**src/sv/qhpm_pkg.sv**
```systemverilog
// ----------------------------------------------------------------------------
// qhpm_pkg: shared types and constants of the quad H-bridge command mapper
// Request and register codes, lane count, scaling constants, stage controls.
// ----------------------------------------------------------------------------
`default_nettype none

package qhpm_pkg;

   // lanes carried by one item, and motors actually present
   localparam int LANES      = 4;
   localparam int NUM_MOTORS = 4;

   // field widths
   localparam int CMD_W  = 16;
   localparam int MAG_W  = CMD_W + 1;   // holds the magnitude 32768
   localparam int NMAG_W = 10;          // normalized magnitude, at most 1000
   localparam int PROD_W = 27;          // 1000 * 65536 fits
   localparam int PM_W   = 16;
   localparam int PINS_W = 2 * LANES;

   // normalized mode: clamp to +-1000 and divide by 1000
   localparam int NORM_MAX = 1000;
   localparam int NORM_MIN = -1000;
   localparam int NORM_DIV = 1000;

   // x / 1000 == (x * RECIP_MULT) >> RECIP_SHIFT for all x below 2**27
   localparam int RECIP_SHIFT = 37;
   localparam int RECIP_W     = 28;
   localparam logic [RECIP_W-1:0] RECIP_MULT = 28'd137438954;
   localparam int QPROD_W     = PROD_W + RECIP_W;

   // request codes; the unused code acts as stop all
   typedef enum logic [1:0] {
      REQ_RAW  = 2'd0,
      REQ_NORM = 2'd1,
      REQ_STOP = 2'd2
   } req_type_type;

   // configuration register indexes
   typedef enum logic [1:0] {
      CSR_RUN_ENABLE   = 2'd0,
      CSR_STOP_BRAKE   = 2'd1,
      CSR_INVERT_MASK  = 2'd2,
      CSR_PERIOD_MAX   = 2'd3
   } csr_index_type;

   // bridge pin patterns, bit 0 is IN1
   localparam logic [1:0] PINS_COAST   = 2'b00;
   localparam logic [1:0] PINS_FORWARD = 2'b01;
   localparam logic [1:0] PINS_REVERSE = 2'b10;
   localparam logic [1:0] PINS_BRAKE   = 2'b11;

   // per-stage load enables from the pipeline control
   typedef struct packed {
      logic ld1;
      logic ld2;
      logic ld3;
      logic ld4;
   } stage_ld_type;

   // item-wide controls handed to every lane
   typedef struct packed {
      logic       stopping;
      logic       norm;
      logic [1:0] stop_pins;
   } lane_ctl_type;

endpackage

`default_nettype wire

```
**src/sv/qhpm_merge.sv**
```systemverilog
// ----------------------------------------------------------------------------
// qhpm_merge: result stage
// Limits every lane's count to period_max and packs the bridge pins.
// ----------------------------------------------------------------------------
`default_nettype none

module qhpm_merge (
   input  wire logic                          clock,
   input  wire qhpm_pkg::stage_ld_type        ld,
   input  wire logic [qhpm_pkg::PM_W-1:0]     period_max,
   input  wire logic [qhpm_pkg::MAG_W-1:0]    lane_val  [qhpm_pkg::LANES],
   input  wire logic [1:0]                    lane_pins [qhpm_pkg::LANES],
   output logic [qhpm_pkg::PINS_W-1:0]        bridge_pins,
   output logic [qhpm_pkg::PM_W-1:0]          compare [qhpm_pkg::LANES]
);

   logic [qhpm_pkg::PINS_W-1:0] pins_ff, pins_in;
   logic [qhpm_pkg::PM_W-1:0]   cmp_ff [qhpm_pkg::LANES];
   logic [qhpm_pkg::PM_W-1:0]   cmp_in [qhpm_pkg::LANES];

   // clamp each lane and gather pins
   always_comb begin
      for (int i = 0; i < qhpm_pkg::LANES; i++) begin
         cmp_in[i] = (lane_val[i] > qhpm_pkg::MAG_W'(period_max))
                   ? period_max
                   : lane_val[i][qhpm_pkg::PM_W-1:0];
         pins_in[2*i +: 2] = lane_pins[i];
      end
   end

   always_ff @(posedge clock) begin
      if (ld.ld4) begin
         pins_ff <= pins_in;
         cmp_ff  <= cmp_in;
      end
   end

   assign bridge_pins = pins_ff;
   assign compare     = cmp_ff;

endmodule

`default_nettype wire

```
**config.mk**
```make
export PLATFORM = sky130hd
export DESIGN_NAME = qhpm_merge
export DESIGN_NICKNAME = d
export VERILOG_FILES = /design/src/sv/qhpm_pkg.sv /design/src/sv/qhpm_merge.sv
export SDC_FILE = /design/constraint.sdc
export NUM_CORES = 1
export LEC_CHECK = 0
export ABC_AREA = 1
export BUFFER_PORTS_ARGS = -buffer_cell sky130_fd_sc_hd__buf_2
export CORE_MARGIN = 3
export CORE_UTILIZATION = 50
export DETAILED_ROUTE_END_ITERATION = 7
export PLACE_DENSITY = 0.8
export SYNTH_ARGS = -nofsm -noshare
export SYNTH_HDL_FRONTEND = slang
export SYNTH_SLANG_ARGS = --single-unit
```
**constraint.sdc**
```tcl
create_clock -name clock -period 2.6 [get_ports clock]
set_input_delay 0.65 -clock clock [delete_from_list [all_inputs] [get_ports clock]]
set_output_delay 0.65 -clock clock [all_outputs]
set_load 0.005 [all_outputs]
```
==> results by group <==
Critical path
  • Max FO, Critical Path: 17
  • Worst path depth: 12
  • Slowest library cell on the worst path: ha_1
  • Crit path buffers/inverters: 2
  • Cell repeated most along the worst path: nand2_1
  • CP Launch Type: input pin
  • CP arrival: 2.28 ns
  • Crit path largest cell delay: 0.29 ns
  • Critical path, cell by cell: buf_2 -> inv_1 -> ha_1 -> nand2_1 -> nor2_1 -> nand3_1 -> nor2_1 -> nand2_1 -> nand3_4 -> nand2_4 -> nand2_1 -> nand2_1
  • Crit. End Element: flop
  • Delay-heaviest family, CP: simple AND/OR/NAND/NOR gates
  • WP data required: 2.70 ns
  • Critical path class: in -> reg

STA
  • Setup TNS: 0 ns
  • Final min period: 2.179 ns
  • Pins Over Slew Limit: 0
  • Final hold vios: 0
  • F_max: 459.0 MHz
  • Measured slew at the worst slew-check pin: 0.3930 ns
  • Relative slew slack: 73.80%
  • Hold WS: 0.4691 ns
  • Final Setup Violations: 0
  • Tcrit/Tclk final: 83.80%
  • RSZ-0062 raised after global routing: false
  • Post-route worst setup slack: 0.4213 ns

Die
  • Die width: 104.9 µm
  • Die Y: 104.9 µm
  • Starting density of the core: 52.15%
  • Num rows: 35
  • Core area: 0.009371 mm²
  • Die area: 0.01100 mm²
  • # IOs: 169

Pwr
  • Static leakage: 3.287 nW
  • VDD IR max: 0.0003961 V
  • Overall power: 3.317 mW
  • Pwr dens: 531.6 mW/mm²

Drt
  • DR pass1 iterations: 5
  • # DRC: 0
  • Post-route ant nets: 0
  • DR vias: 4583
  • Routed len/inst: 15.92 µm
  • Initial DRC count: 265
  • Via density: 5.220
  • Final wirelength: 13980 µm

CTS
  • Root Buffer: clkbuf_8
  • Post-cts resize count: 0
  • Setup Buffers After CTS: 0
  • Number of hold-repair buffers added at the cts stage: 0
  • Clk sinks: 72
  • CTS buffer count: 9
  • Largest buffer count on any clock path: 2
  • Reg clk slew, reported paths: 0.09 ns
  • H-tree levels: 3
  • CTS tree: yes

Synthesis
  • EDFF count, synth: 72
  • Synth top area share: 44.24%
  • Largest cells by area after synthesis: edfxtp_1 (44%), nand2_1 (17%), ha_1 (16%), nand3_1 (7.4%), inv_1 (3.5%)
  • Cells after Synth: 557
  • Syn Nets: 718
  • Post-synth top cells: nand2_1 (219), edfxtp_1 (72), nand3_1 (72)
  • Synthesized area per cell: 8.774 µm²
  • Top cell type by total area after synthesis: edfxtp_1
  • Sequential area share after synthesis: 44.24%
  • Syn Std Cell Area: 0.004887 mm²
  • Post-synth top flop: edfxtp_1
  • Top-count cell post-synth: nand2_1
  • FFs w/ async S/R, synth: 0%
  • #FFs+latches synth: 72
  • Synth warnings: 0
  • Synth unique cells: 25

Placement
  • Placed cell area: 0.005991 mm²
  • Dpl cells: 862
  • Pre-CTS setup slack: 0.06327 ns
  • PortBufs: 165
  • Final weighted congestion in routability-driven placement: 0.9143
  • DP Wirelength: 11210 µm

Cells and area
  • Nets: 905
  • Area Growth Syn to Fin: 27.68%
  • Final Non-Filler Cells: 878
  • N_diodes: 0
  • Final Util: 66.58%
  • Cell area after layout: 0.006240 mm²
  • FILL cells: 784
  • Ratio of cells with drive above 1 in the final layout: 30.04%

Global route
  • Initial antenna violation count: 1
  • GRT Util Overall: 25.56%
  • Met2 usage: 44.27%
  • Gr busiest metal: met2
  • M1 GR Usage: 32.11%
  • Gr ovfl total: 0
  • Met3 usage: 4.077%
  • Vias in the first global route: 4580
  • First-pass GRT wire length: 22250 µm
  • Largest net degree at the start of global routing: 73

Hold path
  • Hold crit path type: in -> reg
  • Worst hold path cell count: 1

Flow run
  • Max Cap Viol: 0

Status
  • Status: finished clean
==> logic make-up after synthesis <==
group	synth area share, %
simple gates	31.59
flops	44.24
fa+ha+maj	16.39
buf+inv	5.530
compound gates	2.253
==> final timing paths <==
kind	startpoint	slack, ns	end
min	lane_pins[0]	0.47	bridge_pins[6]
max	period_max[5]	0.42	compare[13]
==> cell type report <==
class                      count  area (µm²)  area share (%)
clock inverter                 7       125.1           2.005
tap                          129       161.4           2.587
clock buffer                   9       123.9           1.985
inverter                      47       176.4           2.827
timing repair buffer         188        1036           16.60
multi-input combinational    426        2455           39.34
sequential                    72        2162           34.65
==> registers in the layout, summed over array words and instances (netlist names) <==
signal and count:
bridge_pins 8, compare 64
==> layout by cell type (no fill, tap or decap), drive strengths merged, types with 3 or more instances in the layout <==
| cell type | n |
|---|---|
| nor3 | 3 |
| bufinv | 3 |
| clkbuf | 9 |
| nand2 | 225 |
| edfxtp | 72 |
| nand4 | 3 |
| ha | 64 |
| a21oi | 16 |
| nand3 | 76 |
| buf | 188 |
| a21o | 4 |
| inv | 49 |
| nor2 | 32 |
==> layer usage <==
layer  vias up  part of all wire [%]
li1       2242                     -
met1      2080                    40
met2       230                    50
met3        29                   6.8
met4         2                   2.5
met5         -                 0.093
==> report_power, final <==
| part | total, mW | internal (mW) | switching, mW |
|---|---|---|---|
| registers | 1.45 | 1.42 | 0.0265 |
| logic | 0.745 | 0.305 | 0.440 |
| clock network | 1.12 | 0.650 | 0.472 |
No activity file was read; power rests on OpenSTA's default activity.
