## config.mk

```make
export PLATFORM = sky130hd
export DESIGN_NAME = qhpm_lane
export DESIGN_NICKNAME = d
export VERILOG_FILES = /design/src/sv/qhpm_pkg.sv /design/src/sv/qhpm_lane.sv
export SDC_FILE = /design/constraint.sdc
export NUM_CORES = 1
export LEC_CHECK = 0
export ABC_AREA = 0
export BUFFER_PORTS_ARGS = -buffer_cell sky130_fd_sc_hd__buf_2
export CAP_MARGIN = 10
export CORE_MARGIN = 2
export CORE_UTILIZATION = 35
export CTS_CLUSTER_DIAMETER = 200
export CTS_CLUSTER_SIZE = 8
export DETAILED_ROUTE_END_ITERATION = 8
export PLACE_DENSITY = 0.5
export SKIP_CTS_REPAIR_TIMING = 1
export SYNTH_ARGS = -nofsm -noshare
export SYNTH_HDL_FRONTEND = slang
export SYNTH_SLANG_ARGS = --single-unit
```

## constraint.sdc

```tcl
create_clock -name clock -period 9 [get_ports clock]
set_clock_uncertainty 0.2 [all_clocks]
set_input_delay 0.9 -clock clock [delete_from_list [all_inputs] [get_ports clock]]
set_output_delay 0.9 -clock clock [all_outputs]
set_load 0.02 [all_outputs]
```

## src/sv/qhpm_pkg.sv

```systemverilog
// ----------------------------------------------------------------------------
// qhpm_pkg: shared types and constants of the quad H-bridge command mapper
// Request and register codes, lane count, scaling constants, stage controls.
// ----------------------------------------------------------------------------
`default_nettype none

package qhpm_pkg;

   // lanes carried by one item, and motors actually present
   localparam int LANES      = 4;
   localparam int NUM_MOTORS = 4;

   // field widths
   localparam int CMD_W  = 16;
   localparam int MAG_W  = CMD_W + 1;   // holds the magnitude 32768
   localparam int NMAG_W = 10;          // normalized magnitude, at most 1000
   localparam int PROD_W = 27;          // 1000 * 65536 fits
   localparam int PM_W   = 16;
   localparam int PINS_W = 2 * LANES;

   // normalized mode: clamp to +-1000 and divide by 1000
   localparam int NORM_MAX = 1000;
   localparam int NORM_MIN = -1000;
   localparam int NORM_DIV = 1000;

   // x / 1000 == (x * RECIP_MULT) >> RECIP_SHIFT for all x below 2**27
   localparam int RECIP_SHIFT = 37;
   localparam int RECIP_W     = 28;
   localparam logic [RECIP_W-1:0] RECIP_MULT = 28'd137438954;
   localparam int QPROD_W     = PROD_W + RECIP_W;

   // request codes; the unused code acts as stop all
   typedef enum logic [1:0] {
      REQ_RAW  = 2'd0,
      REQ_NORM = 2'd1,
      REQ_STOP = 2'd2
   } req_type_type;

   // configuration register indexes
   typedef enum logic [1:0] {
      CSR_RUN_ENABLE   = 2'd0,
      CSR_STOP_BRAKE   = 2'd1,
      CSR_INVERT_MASK  = 2'd2,
      CSR_PERIOD_MAX   = 2'd3
   } csr_index_type;

   // bridge pin patterns, bit 0 is IN1
   localparam logic [1:0] PINS_COAST   = 2'b00;
   localparam logic [1:0] PINS_FORWARD = 2'b01;
   localparam logic [1:0] PINS_REVERSE = 2'b10;
   localparam logic [1:0] PINS_BRAKE   = 2'b11;

   // per-stage load enables from the pipeline control
   typedef struct packed {
      logic ld1;
      logic ld2;
      logic ld3;
      logic ld4;
   } stage_ld_type;

   // item-wide controls handed to every lane
   typedef struct packed {
      logic       stopping;
      logic       norm;
      logic [1:0] stop_pins;
   } lane_ctl_type;

endpackage

`default_nettype wire

```

## src/sv/qhpm_lane.sv

```systemverilog
// ----------------------------------------------------------------------------
// qhpm_lane: one motor's command path
// Clamp, invert, sign to pins, magnitude, per-mille scaling by reciprocal.
// ----------------------------------------------------------------------------
`default_nettype none

module qhpm_lane (
   input  wire logic                           clock,
   input  wire qhpm_pkg::stage_ld_type         ld,
   input  wire qhpm_pkg::lane_ctl_type         ctl,
   input  wire logic                           active,
   input  wire logic                           invert,
   input  wire logic [qhpm_pkg::PM_W-1:0]      period_max,
   input  wire logic signed [qhpm_pkg::CMD_W-1:0] command,
   output logic [qhpm_pkg::MAG_W-1:0]          val,
   output logic [1:0]                          pins
);

   localparam logic signed [qhpm_pkg::MAG_W-1:0] HI =
      qhpm_pkg::MAG_W'(qhpm_pkg::NORM_MAX);
   localparam logic signed [qhpm_pkg::MAG_W-1:0] LO =
      qhpm_pkg::MAG_W'(qhpm_pkg::NORM_MIN);

   logic signed [qhpm_pkg::MAG_W-1:0] v_ext;
   logic signed [qhpm_pkg::MAG_W-1:0] v_clamp;
   logic signed [qhpm_pkg::MAG_W-1:0] v_inv;
   logic        v_neg;
   logic        v_zero;
   logic [qhpm_pkg::MAG_W-1:0] mag;
   logic [1:0]  pins_s1;

   logic [qhpm_pkg::MAG_W-1:0]  mag1_ff, mag1_in;
   logic [1:0]                  pins1_ff, pins1_in;
   logic                        norm1_ff, norm1_in;

   logic [qhpm_pkg::MAG_W-1:0]  pm_p1;
   logic [qhpm_pkg::PROD_W-1:0] prod2_ff, prod2_in;
   logic [qhpm_pkg::MAG_W-1:0]  mag2_ff, mag2_in;
   logic [1:0]                  pins2_ff, pins2_in;
   logic                        norm2_ff, norm2_in;

   logic [qhpm_pkg::QPROD_W-1:0] qprod;
   logic [qhpm_pkg::MAG_W-1:0]  val3_ff, val3_in;
   logic [1:0]                  pins3_ff, pins3_in;

   // stage 1: clamp, invert, sign and magnitude
   always_comb begin
      v_ext = qhpm_pkg::MAG_W'(command);
      if (ctl.norm && (v_ext > HI)) begin
         v_clamp = HI;
      end else if (ctl.norm && (v_ext < LO)) begin
         v_clamp = LO;
      end else begin
         v_clamp = v_ext;
      end
      v_inv  = invert ? -v_clamp : v_clamp;
      v_neg  = v_inv[qhpm_pkg::MAG_W-1];
      v_zero = (v_inv == '0);
      mag    = v_neg ? qhpm_pkg::MAG_W'(-v_inv) : qhpm_pkg::MAG_W'(v_inv);

      if (!active) begin
         pins_s1 = qhpm_pkg::PINS_COAST;
      end else if (ctl.stopping || v_zero) begin
         pins_s1 = ctl.stop_pins;
      end else if (v_neg) begin
         pins_s1 = qhpm_pkg::PINS_REVERSE;
      end else begin
         pins_s1 = qhpm_pkg::PINS_FORWARD;
      end

      mag1_in  = (ctl.stopping || !active) ? '0 : mag;
      pins1_in = pins_s1;
      norm1_in = ctl.norm;
   end

   // stage 2: normalized magnitude times (period_max + 1)
   always_comb begin
      pm_p1    = qhpm_pkg::MAG_W'({1'b0, period_max}) + qhpm_pkg::MAG_W'(1);
      prod2_in = qhpm_pkg::PROD_W'(mag1_ff[qhpm_pkg::NMAG_W-1:0])
               * qhpm_pkg::PROD_W'(pm_p1);
      mag2_in  = mag1_ff;
      pins2_in = pins1_ff;
      norm2_in = norm1_ff;
   end

   // stage 3: divide by 1000 through the reciprocal, pick raw or scaled
   always_comb begin
      qprod    = qhpm_pkg::QPROD_W'(prod2_ff)
               * qhpm_pkg::QPROD_W'(qhpm_pkg::RECIP_MULT);
      val3_in  = norm2_ff
               ? qprod[qhpm_pkg::RECIP_SHIFT +: qhpm_pkg::MAG_W]
               : mag2_ff;
      pins3_in = pins2_ff;
   end

   always_ff @(posedge clock) begin
      if (ld.ld1) begin
         mag1_ff  <= mag1_in;
         pins1_ff <= pins1_in;
         norm1_ff <= norm1_in;
      end
      if (ld.ld2) begin
         prod2_ff <= prod2_in;
         mag2_ff  <= mag2_in;
         pins2_ff <= pins2_in;
         norm2_ff <= norm2_in;
      end
      if (ld.ld3) begin
         val3_ff  <= val3_in;
         pins3_ff <= pins3_in;
      end
   end

   assign val  = val3_ff;
   assign pins = pins3_ff;

endmodule

`default_nettype wire

```

==> results of run 1 <==
[metrics by stage]
step | cells | setup WS (ns) | hold slack [ns] | util
floorplan | 2078 | 1.98 | 0.200 | -
global placement | 2884 | 1.08 | 0.201 | 0.375
detailed placement | 2884 | 1.00 | 0.206 | 0.375
CTS | 2900 | 1.41 | 0.221 | 0.380
global route | 2900 | 1.04 | 0.229 | 0.380
finish | 2902 | 1.42 | 0.216 | 0.380
[worst max-delay path, delay by kind of cell]
kind                       cells  cell delay [ns]
adders and majority gates      7             3.07
buffers and inverters          4             0.42
xor gates and xnor gates       2             0.88
AOI/OAI and AO/OA              6             1.31
and+or+nand+nor                5             0.88
[path summary, 6_finish.rpt]
path	from	endpoint	slack, ns	cells past startpoint
worst max-delay path	period_max[0]	prod2_ff[26]	1.42	24
worst min-delay path	mag1_ff[13]	mag2_ff[13]	0.22	0
worst max register to register	prod2_ff[18]	val[15]	1.72	19
worst min register to register	mag1_ff[13]	mag2_ff[13]	0.22	0
[cell usage in the layout (no fill, tap or decap), types with 5 or more instances in the layout]
cell / n
clkbuf_16: 9
and2_1: 83
nor2b_1: 15
fa_1: 343
nand3_1: 25
a21o_1: 34
xnor2_1: 46
buf_2: 60
buf_4: 14
nand2_1: 129
o21a_1: 5
o31ai_1: 6
o211ai_1: 8
xor2_1: 23
or3_1: 9
and3_1: 12
a31oi_1: 11
mux2_2: 9
a211oi_1: 6
a21oi_1: 72
edfxtp_1: 86
o21ai_0: 30
nor3_1: 18
a31o_2: 5
nand4_1: 9
nor2_1: 75
inv_1: 539
ha_1: 353
nand2b_1: 7
o21bai_1: 5
o22ai_1: 5
[layer usage]
metal | vias up | routed length, µm | track usage
li1 | 6725 | - | -
met2 | 206 | 24200 | 0.291
met5 | - | 0 | 0
met4 | 0 | 884 | 0.0415
met1 | 7000 | 22600 | 0.226
met3 | 42 | 1420 | 0.0188
[state kept, by name, summed over array words and instances (netlist names)]
| name | flops |
|---|---|
| mag1_ff | 17 |
| mag2_ff | 17 |
| norm1_ff | 1 |
| norm2_ff | 1 |
| pins | 2 |
| pins1_ff | 2 |
| pins2_ff | 2 |
| prod2_ff | 27 |
| val | 17 |
[cells by family (layout without fill, tap and decap cells)]
group / count (synthesis) / after routing / share of synthesized area
AND/OR/NAND/NOR: 419 / 419 / 0.107
XOR/XNOR: 69 / 69 / 0.0295
adder cells (fa/ha/maj): 696 / 696 / 0.551
buffers and inverters: 572 / 629 / 0.106
AO/OA/AOI/OAI: 225 / 225 / 0.0742
other: 0 / 2 / 0
multiplexers: 11 / 11 / 0.00635
flip-flops: 86 / 86 / 0.126
[area by class of cell]
type	count	area (µm²)	share of cell area
multi-input cells	1420	15700	0.716
flip-flops and latches	86	2580	0.118
inverters	539	2020	0.0921
well taps	765	957	0.0436
repair buffers	74	405	0.0185
clock buffers	10	229	0.0104
clock inverters	6	45.0	0.00205
diodes	2	5.00	0.000228
==> results.toml, run 1 <==
[synth]
syn_nets = 2817
synth_cells = 2078
synth_top_area_frac = 0.335
synth_flop_cell = "edfxtp_1"
synth-async-reset-ratio = 0
syn-cell-area_mm2 = 0.0205
yosysWarnings = 0
ys_top_cells_by_area = "fa_1, ha_1, edfxtp_1, inv_1, and2_1"
synth.avg_cell_area_um2 = 9.85
ys_seq_elements = 86
seq_area_frac_synth = 0.126
yosysMostFrequentCell = "inv_1"
yosysTopAreaCell = "fa_1"
synth_enable_flop_cells = 86
synthTopCellsByCount = "inv_1, ha_1, fa_1"
ys_types = 81

[place]
gp_congestion = 0.953
place_area_mm2 = 0.0217
dpl.hpwl_mm = 42.3
portBuffers = 60

[routing]
first_pass_iters = 5
vias = 14000
avgViaCountPerCell = 4.81
wl_mm = 49.2
dr.first_iter.drc_count = 625
routedWlPerCell_um = 16.9
ant_nets = 0
drc = 0

[clock_tree]
cts_buffers = 9
clkSinkCount = 86
cts-root-buf = "clkbuf_16"
cts_tree = "built"
clk-insertion-delay-late_ns = 0.36
clkTransAtPathRegs_ns = 0.08
cts_htree_levels = 3
cts.path.max_buffers = 2

[critical_path]
crit_chain = "buf_2 -> ha_1 -> nand3_1 -> or2_2 -> xnor2_1 -> nand2_1 -> fa_1 -> inv_1 -> fa_1 -> fa_1 -> fa_1 -> inv_1 -> fa_1 -> inv_1 -> ha_1 -> a21o_1 -> a221oi_1 -> nor2b_1 -> a31o_2 -> a211o_1 -> nand2_1 -> o2111ai_1 -> a21oi_1 -> xnor2_1"
worstSetupPathType = "input port to flip-flop"
max_stage_delay_ns = 0.79
critPathSlowestCell = "xnor2_1"
cp-start-kind = "input port"
setup.worst_path.end_class = "flip-flop"
crit_top_cell = "fa_1"
arrival_ns = 7.49
cp_data_required_time_ns = 8.91
worst-path-max-fanout = 13

[sta]
fin_setup_tns_ns = 0
finalSetupViolations = 0
rsz0062_at_grt = "no"
worst_pin_slew_ns = 1.23
fin_crit_ns = 7.58
finalMaxSlewViolations = 0
slew_headroom = 0.172
finalHoldViolations = 0
fmaxAchievable_ghz = 0.132
finalCritPeriodShare = 0.842

[floorplanning]
row_count = 88
io_pins = 62
die_w_um = 246
dieArea_mm2 = 0.0605
initial_utilization = 0.354
core_mm2 = 0.0578
die_h_um = 246

[global_routing]
grt_pass1_vias = 14900
track_usage = 0.169
antenna_found_initial = 2
grt_first_pass_wirelength_mm = 79.8
grt_overflow_total = 0
grt_max_degree = 48

[status]
status = "finished, final reports clean"

[cells_and_area]
num-fill-cells = 5886
drive_gt1_frac = 0.0618
nets = 2869
fin_area_mm2 = 0.0220
syn_to_final_growth_pct = 7.27

[flow_run]
cap_violations = 0

[worst_hold_path]
hold_class = "flip-flop to flip-flop"
Power of run 1 is not shown: default switching activity piles up to over one toggle a cycle in this logic, so the estimate is an artifact.
==> inputs of run 2 (changes only) <==
--- a/config.mk
+++ b/config.mk
@@ -5,7 +5,7 @@
 export SDC_FILE = /design/constraint.sdc
 export NUM_CORES = 1
 export LEC_CHECK = 0
-export ABC_AREA = 0
+export ABC_AREA = 1
 export BUFFER_PORTS_ARGS = -buffer_cell sky130_fd_sc_hd__buf_2
 export CAP_MARGIN = 10
 export CORE_MARGIN = 2
@@ -13,7 +13,7 @@
 export CTS_CLUSTER_DIAMETER = 200
 export CTS_CLUSTER_SIZE = 8
 export DETAILED_ROUTE_END_ITERATION = 8
-export PLACE_DENSITY = 0.5
+export PLACE_DENSITY = 0.52
 export SKIP_CTS_REPAIR_TIMING = 1
 export SYNTH_ARGS = -nofsm -noshare
 export SYNTH_HDL_FRONTEND = slang
==> constraint.sdc (replaced) <==
create_clock -name clock -period 6.15 [get_ports clock]
set_clock_uncertainty 0.2 [all_clocks]
set_input_delay 0.615 -clock clock [delete_from_list [all_inputs] [get_ports clock]]
set_output_delay 0.615 -clock clock [all_outputs]
set_load 0.02 [all_outputs]
==> run 2 against run 1 <==
The run now ends with negative setup slack left. Critical path depth increased by 9. Clock-buffer cell count decreased by 1. Setup slack got worse by 1.8 ns. Critical path type unchanged.
==> results.toml, run 2 <==
[synth]
synth.avg_cell_area_um2 = 8.67
syn-cell-area_mm2 = 0.0210
yosysTopAreaCell = "fa_1"
yosysMostFrequentCell = "inv_1"
synth_enable_flop_cells = 86
synth_cells = 2425
ys_top_cells_by_area = "fa_1, ha_1, edfxtp_1, inv_1, nand2_1"
seq_area_frac_synth = 0.123
yosysWarnings = 0
ys_seq_elements = 86
syn_nets = 3164
synth_top_area_frac = 0.327
synth_flop_cell = "edfxtp_1"
synth-async-reset-ratio = 0
synthTopCellsByCount = "inv_1, nand2_1, ha_1"
ys_types = 52

[clock_tree]
cts_tree = "built"
clk-insertion-delay-late_ns = 0.36
cts.path.max_buffers = 2
cts_htree_levels = 3
clkSinkCount = 86
clkTransAtPathRegs_ns = 0.07
cts-root-buf = "clkbuf_16"
cts_buffers = 9

[routing]
drc = 0
routedWlPerCell_um = 17.3
first_pass_iters = 5
dr.max_layer_used = "met4"
wl_met1_mm = 27.1
vias = 17500
wl_mm = 63.2
wl_met2_mm = 32.7
ant_nets = 0
dr.first_iter.drc_count = 907
wl_met3_mm = 1.93
avgViaCountPerCell = 4.78

[place]
gp_congestion = 0.939
portBuffers = 60
dpl.hpwl_mm = 54.4

[critical_path]
critPathLaunch = "period_max[1]"
setup.worst_path.end_class = "flip-flop"
crit_buf_inv = 9
cp_data_required_time_ns = 6.05
critPathSlowestCell = "fa_1"
max_stage_delay_ns = 0.53
cp-start-kind = "input port"
worst_r2r_startpoint = "prod2_ff[24]"
crit_family = "adder cells"
worstSetupPathType = "input port to flip-flop"
worst-path-max-fanout = 5
arrival_ns = 6.43

[global_routing]
grt_pass1_vias = 17800
grt_overflow_total = 0
grt_first_pass_wirelength_mm = 95.1
track_usage = 0.195
antenna_found_initial = 0
grt_max_degree = 48

[status]
status = "finished with violations"
violations = "negative setup slack"

[sta]
rsz0062_at_grt = "yes"
final.setup.worst_slack_ns = -0.375
finalSetupViolations = 13
finalHoldViolations = 0
fin_crit_ns = 6.53
worst_pin_slew_ns = 1.01
slew_headroom = 0.325
fmaxAchievable_ghz = 0.153
finalMaxSlewViolations = 0
fin_setup_tns_ns = -2.38
finalCritPeriodShare = 1.06

[cells_and_area]
nets = 3615
regArea_mm2 = 0.00258
num-fill-cells = 5777
syn_to_final_growth_pct = 32.5
drive_gt1_frac = 0.308
largest_reg_flops = 27
most-common-layout-cells = "inv_1, buf_4, fa_1, nand2_1, ha_1"
multiInputGateArea_mm2 = 0.0180
antenna_cells = 0
final_common_cell = "inv_1"
largest_register = "prod2_ff"

[flow_run]
cap_violations = 0

[floorplanning]
die_h_um = 249
core_mm2 = 0.0592
die_w_um = 249
row_count = 89
initial_utilization = 0.355
dieArea_mm2 = 0.0620
io_pins = 62

[worst_hold_path]
holdCritStartpoint = "mag1_ff[13]"
hold_class = "flip-flop to flip-flop"
run 2: cell types whose count changed after synthesis, sizes merged, moves of 9 or more:
cell and change:
nand2 +246, o21ai +40, a21oi +39, mux2 -10, nand3 +38, nor2b -15, and2 -83, inv +120
a21o -32, and3 -11, nor2 +114, xnor2 -29, or3 -9
run 2: stage by stage:
step	hold slack [ns]	cell area [µm²]	std cells	worst slack, ns	utilization
after floorplan	0.200	21100	2425	-0.232	-
after global placement	0.201	24700	3554	-0.733	0.416
after detailed placement	0.205	24700	3554	-0.823	0.416
after CTS	0.214	25000	3570	-0.502	0.421
after global routing	0.228	27900	3654	-0.726	0.470
final	0.215	27900	3654	-0.375	0.470
run 2: cell type report:
type / instances / share of cell area
clock buffer: 9 / 0.00809
clock inverter: 7 / 0.00292
inverter: 664 / 0.0895
multi-input combinational: 1650 / 0.646
sequential: 86 / 0.0927
tap: 773 / 0.0347
timing repair buffer: 465 / 0.126
run 2: worst paths after layout:
check	cells past startpoint	slack [ns]	end
hold reg to reg	0	0.22	mag2_ff[13]
hold / removal	0	0.22	mag2_ff[13]
setup / recovery	33	-0.38	prod2_ff[23]
setup reg to reg	26	-0.04	val[12]
run 2: kinds of logic after synthesis:
logic type               after synthesis  synth area share
AO/OA/AOI/OAI                        234            0.0626
XOR/XNOR                              34            0.0149
adder cells (fa/ha/maj)              696             0.537
buffers and inverters                689             0.125
flip-flops                            86             0.123
AND/OR/NAND/NOR                      686             0.138
run 2: metal layers:
metal  GRT usage  vias to the layer above
met5           0                        -
met4      0.0478                        0
met3      0.0132                       77
met2       0.352                      322
met1       0.252                     8691
li1            -                     8386
Power of run 2 is left out for the same reason.
